`config.mk`:
```
export PLATFORM = sky130hd
export DESIGN_NAME = cjw_lane
export DESIGN_NICKNAME = d
export VERILOG_FILES = /design/src/rtl/cjw_pkg.sv /design/src/rtl/cjw_lane.sv
export SDC_FILE = /design/constraint.sdc
export NUM_CORES = 1
export LEC_CHECK = 0
export BUFFER_PORTS_ARGS = -buffer_cell sky130_fd_sc_hd__buf_2
export CAP_MARGIN = 20
export CORE_UTILIZATION = 35
export DETAILED_ROUTE_END_ITERATION = 10
export MAX_ROUTING_LAYER = met4
export PLACE_DENSITY = 0.6
export SYNTH_ARGS = -nofsm -noshare
export SYNTH_HDL_FRONTEND = slang
export SYNTH_SLANG_ARGS = --single-unit
export TNS_END_PERCENT = 20
```
`constraint.sdc`:
```
create_clock -name clk -period 5.86 [get_ports clk]
set_input_delay 1.172 -clock clk [delete_from_list [all_inputs] [get_ports clk]]
set_output_delay 1.172 -clock clk [all_outputs]
set_load 0.02 [all_outputs]
```
`src/rtl/cjw_pkg.sv`:
```
package cjw_pkg;

    localparam int WORD_W    = 32;
    localparam int NUM_LANES = 10;
    localparam int NUM_ROWS  = 10;
    localparam int ROW_W     = 4;
    localparam int COL_W     = 4;
    localparam int CNT_W     = 4;
    localparam int KIND_W    = 3;
    localparam int IN_DATA_W  = WORD_W * NUM_LANES;
    localparam int OUT_DATA_W = ((CNT_W + WORD_W * NUM_LANES + 7) / 8) * 8;

    localparam logic [WORD_W-1:0] SPACES  = 32'h2020_2020;
    localparam logic [WORD_W-1:0] TAG_AMJ = 32'h2441_4D4A;
    localparam logic [WORD_W-1:0] TAG_DTA = 32'h2444_5441;
    localparam logic [WORD_W-1:0] TAG_END = 32'h2445_4E44;

    localparam logic [7:0] CH_ZERO = 8'h30;
    localparam logic [7:0] CH_NINE = 8'h39;
    localparam logic [7:0] CH_G    = 8'h47;
    localparam logic [7:0] CH_P    = 8'h50;
    localparam logic [7:0] CH_D    = 8'h44;
    localparam logic [7:0] CH_L    = 8'h4C;
    localparam logic [7:0] CH_S    = 8'h53;
    localparam logic [7:0] CH_C    = 8'h43;
    localparam logic [7:0] CH_R    = 8'h52;
    localparam logic [7:0] CH_B    = 8'h42;
    localparam logic [7:0] CH_T    = 8'h54;
    localparam logic [7:0] CH_H    = 8'h48;

    typedef enum logic [KIND_W-1:0] {
        KIND_OK     = 3'd0,
        KIND_PRINT  = 3'd1,
        KIND_HALT   = 3'd2,
        KIND_WAIT   = 3'd3,
        KIND_ADDR   = 3'd4,
        KIND_REJECT = 3'd5
    } kind_t;

    typedef struct packed {
        logic              we;
        logic [ROW_W-1:0]  row;
        logic [WORD_W-1:0] data;
    } lane_wr_t;

endpackage

```
`src/rtl/cjw_lane.sv`:
```
module cjw_lane (
    input  logic                          clk,
    input  cjw_pkg::lane_wr_t             wr,
    input  logic [cjw_pkg::ROW_W-1:0]     rd_row,
    output logic [cjw_pkg::WORD_W-1:0]    rd_data
);

    logic [cjw_pkg::WORD_W-1:0] mem [cjw_pkg::NUM_ROWS];

    always_ff @(posedge clk)
    begin
        if (wr.we)
        begin
            mem[wr.row] <= wr.data;
        end
        rd_data <= mem[rd_row];
    end

endmodule

```
==> results_dict.tcl <==
set metrics [dict create \
    status "finished, final reports clean" \
    combPwrFrac_pct 5.5 \
    core_sq_mm 0.0375 \
    power.leakage_nw 5.24 \
    num-nets-final 825 \
    vias_per_cell 4.81 \
    htreeDepth 2 \
    grt_max_degree 70 \
    place_congestion 0.701 \
    grt_usage_pct 14.0 \
    tritoncts "built" \
    hold_class "reg2reg" \
    ff_latch_area_sq_mm 0.0102 \
    drt-wirelength-per-cell_um 19.7 \
    power_density_mw_per_mm2 347 \
    io_buffers 73 \
    first_iter_violations 386 \
    fin_cells 1324 \
    timing.rr.start "mem[1][31]$_DFFE_PP_" \
    path_max_fanout 69 \
    dp_hpwl_um 14300 \
    hold_violations 0 \
    clk_pin_slew_ns 0.06 \
    synth_edf_count 320 \
    antenna_found_initial 2 \
    dr_total_vias 6370 \
    power_frac_seq_pct 52.5 \
    syn_area_per_cell_sq_um 19.0 \
    final_antenna_net_count 0 \
    synthArstFlopShare_pct 0 \
    die_w_um 197 \
    syn_area_sq_mm 0.0133 \
    dieArea_sq_mm 0.0388 \
    grt-ovfl-total 0 \
    cts-root-buf "clkbuf_16" \
    critPathArrivalTime_ns 3.08 \
    post-route-period-util_pct 46.4 \
    initial_core_util_pct 35.5 \
    ir_worst_vdd_uv 197 \
    ys_seq_area_share_pct 77.1 \
    crit_start "rd_row[0]" \
    synthesis.nets 740 \
    ys_ff_latch 352 \
    drive_gt1_share_pct 33.3 \
    clkPwrFrac_pct 42.0 \
    r2r_cells 3 \
    crit_end "rd_data[26]$_DFF_P_" \
    critical_path_required_ns 6.22 \
    intPower_mw 4.26 \
    synth_cell_type_count 22 \
    post-route-util_pct 41.2 \
    finalSetupTns_ns 0 \
    place_inst 1255 \
    grt_pass1_wl_um 39600 \
    dr.pass1.iters 5 \
    setup_violations 0 \
    grt_pass1_vias 6510 \
    cts_buffers 36 \
    worstSetupPathType "in2reg" \
    cts.sinks 352 \
    reg2reg_slack_ns 4.77 \
    maxClockFrequency_ghz 0.368 \
    num-fill-cells 3361 \
    reg2reg_to "rd_data[31]$_DFF_P_" \
    clk_latency_ns 0.52 \
    rsz0062_at_grt "false" \
    max_cap_viol_count 0 \
    yosysWarnings 0 \
    worstMarginPinSlew_ns 1.03 \
    synth_area_leaders "edfxtp_1, mux2_2, dfxtp_1" \
    die_height_um 197 \
    cp-end-kind "flop" \
    yosysTopAreaCell "edfxtp_1" \
    post-cts-setup-buffers 0 \
    cts_resized 0 \
    layout_min_cycle_time_ns 2.72 \
    hold_buffers 0 \
    max_slew_margin_pct 30.9 \
    drt-total-wl_um 26000 \
    synth_top_area_share_pct 72.3 \
    syn2layout_area_growth_pct 16.3 \
    ios 74 \
    worstSetupStartpointType "input port" \
    finClkSkew_ns 0.0135 \
    slew_violations 0 \
    power.net_switching_mw 1.12 \
    netlist_instances 698 \
    drc 0 \
    clockBufferDepth 3 \
    ys.flop_type "edfxtp_1" \
    yosysMostFrequentCell "edfxtp_1" \
    synthTopCellsByCount "edfxtp_1, mux2_2, mux2i_1" \
    rows 71 \
    switching_share_pct 20.8 \
    multi_input_area_sq_mm 0.00290 \
]
## cell type report
| type | count | share of cell area (%) |
|---|---|---|
| diodes | 2 | 0.0324 |
| clock inverters | 20 | 1.31 |
| repair buffers | 85 | 3.21 |
| clock buffers | 46 | 6.21 |
| flip-flops and latches | 352 | 66.3 |
| well taps | 511 | 4.14 |
| multi-input cells | 308 | 18.8 |
## cell usage in the layout, fill, tap and decap left out, drive strengths merged
| cell | count |
|---|---|
| bufinv | 4 |
| nand3b | 2 |
| edfxtp | 320 |
| clkinv | 14 |
| clkbuf | 46 |
| a22o | 32 |
| o22ai | 32 |
| mux2i | 64 |
| diode | 2 |
| inv | 2 |
| nand2 | 34 |
| o31ai | 32 |
| nor2 | 8 |
| nand2b | 3 |
| mux2 | 96 |
| dfxtp | 32 |
| nor3 | 3 |
| buf | 85 |
| or3b | 1 |
| nor2b | 1 |
## through the flow
step                      instance area [sq um]  hold WS, ns  worst slack [ns]  power [mW]
after detailed placement                  14300        0.560              2.63        3.18
after global placement                    14300        0.564              2.67        3.17
after global routing                      15500        0.609              3.06        5.54
after CTS                                 15400        0.579              3.17        5.43
final                                     15500        0.580              3.14        5.37
after floorplan                           13300        0.531              1.51        3.06
## registers in the layout (all words and copies together), names as in the netlist
name     cells
mem        320
rd_data     32
## critical path: stages
cell and delay (ns):
buf_6 0.53, buf_4 0.58, mux2_2 0.39, o22ai_1 0.18
o31ai_2 0.09
## per-layer routing
layer / GRT usage (%) / share of wire (%) / up-vias
met5: - / 0 / -
met4: 3.99 / 2.0 / 0
met3: 2.58 / 4.6 / 37
met2: 23.3 / 50 / 123
met1: 17.6 / 43 / 3246
li1: - / - / 2964
## logic make-up (layout without fill, tap and decap cells)
kind of cell           count (synthesis)  after routing  share of synthesized area (%)
and+or+nand+nor                       52             52                           1.67
DFF                                  352            352                           77.1
muxes                                160            160                           13.0
other                                  0              2                              0
buffers and inverters                 38            151                           1.67
AOI/OAI and AO/OA                     96             96                           6.59
## power by group through the flow
stage	sequential, mW	clock (mW)	combinational (mW)
after global routing	2.83	2.39	0.321
after detailed placement	2.87	0	0.301
after global placement	2.87	0	0.296
final	2.82	2.25	0.296
after CTS	2.82	2.30	0.302
after floorplan	2.90	0	0.162
## how the worst min path moves through the flow
stage,startpoint,cells after the start,endpoint
floorplan,mem[8][0]$_DFFE_PP_,3,rd_data[0]$_DFF_P_
global placement,mem[8][0]$_DFFE_PP_,3,rd_data[0]$_DFF_P_
detailed placement,mem[8][0]$_DFFE_PP_,3,rd_data[0]$_DFF_P_
CTS,mem[8][0]$_DFFE_PP_,3,rd_data[0]$_DFF_P_
global route,mem[8][4]$_DFFE_PP_,3,rd_data[4]$_DFF_P_
finish,mem[8][21]$_DFFE_PP_,3,rd_data[21]$_DFF_P_
Power figures use the tool's default switching activity.
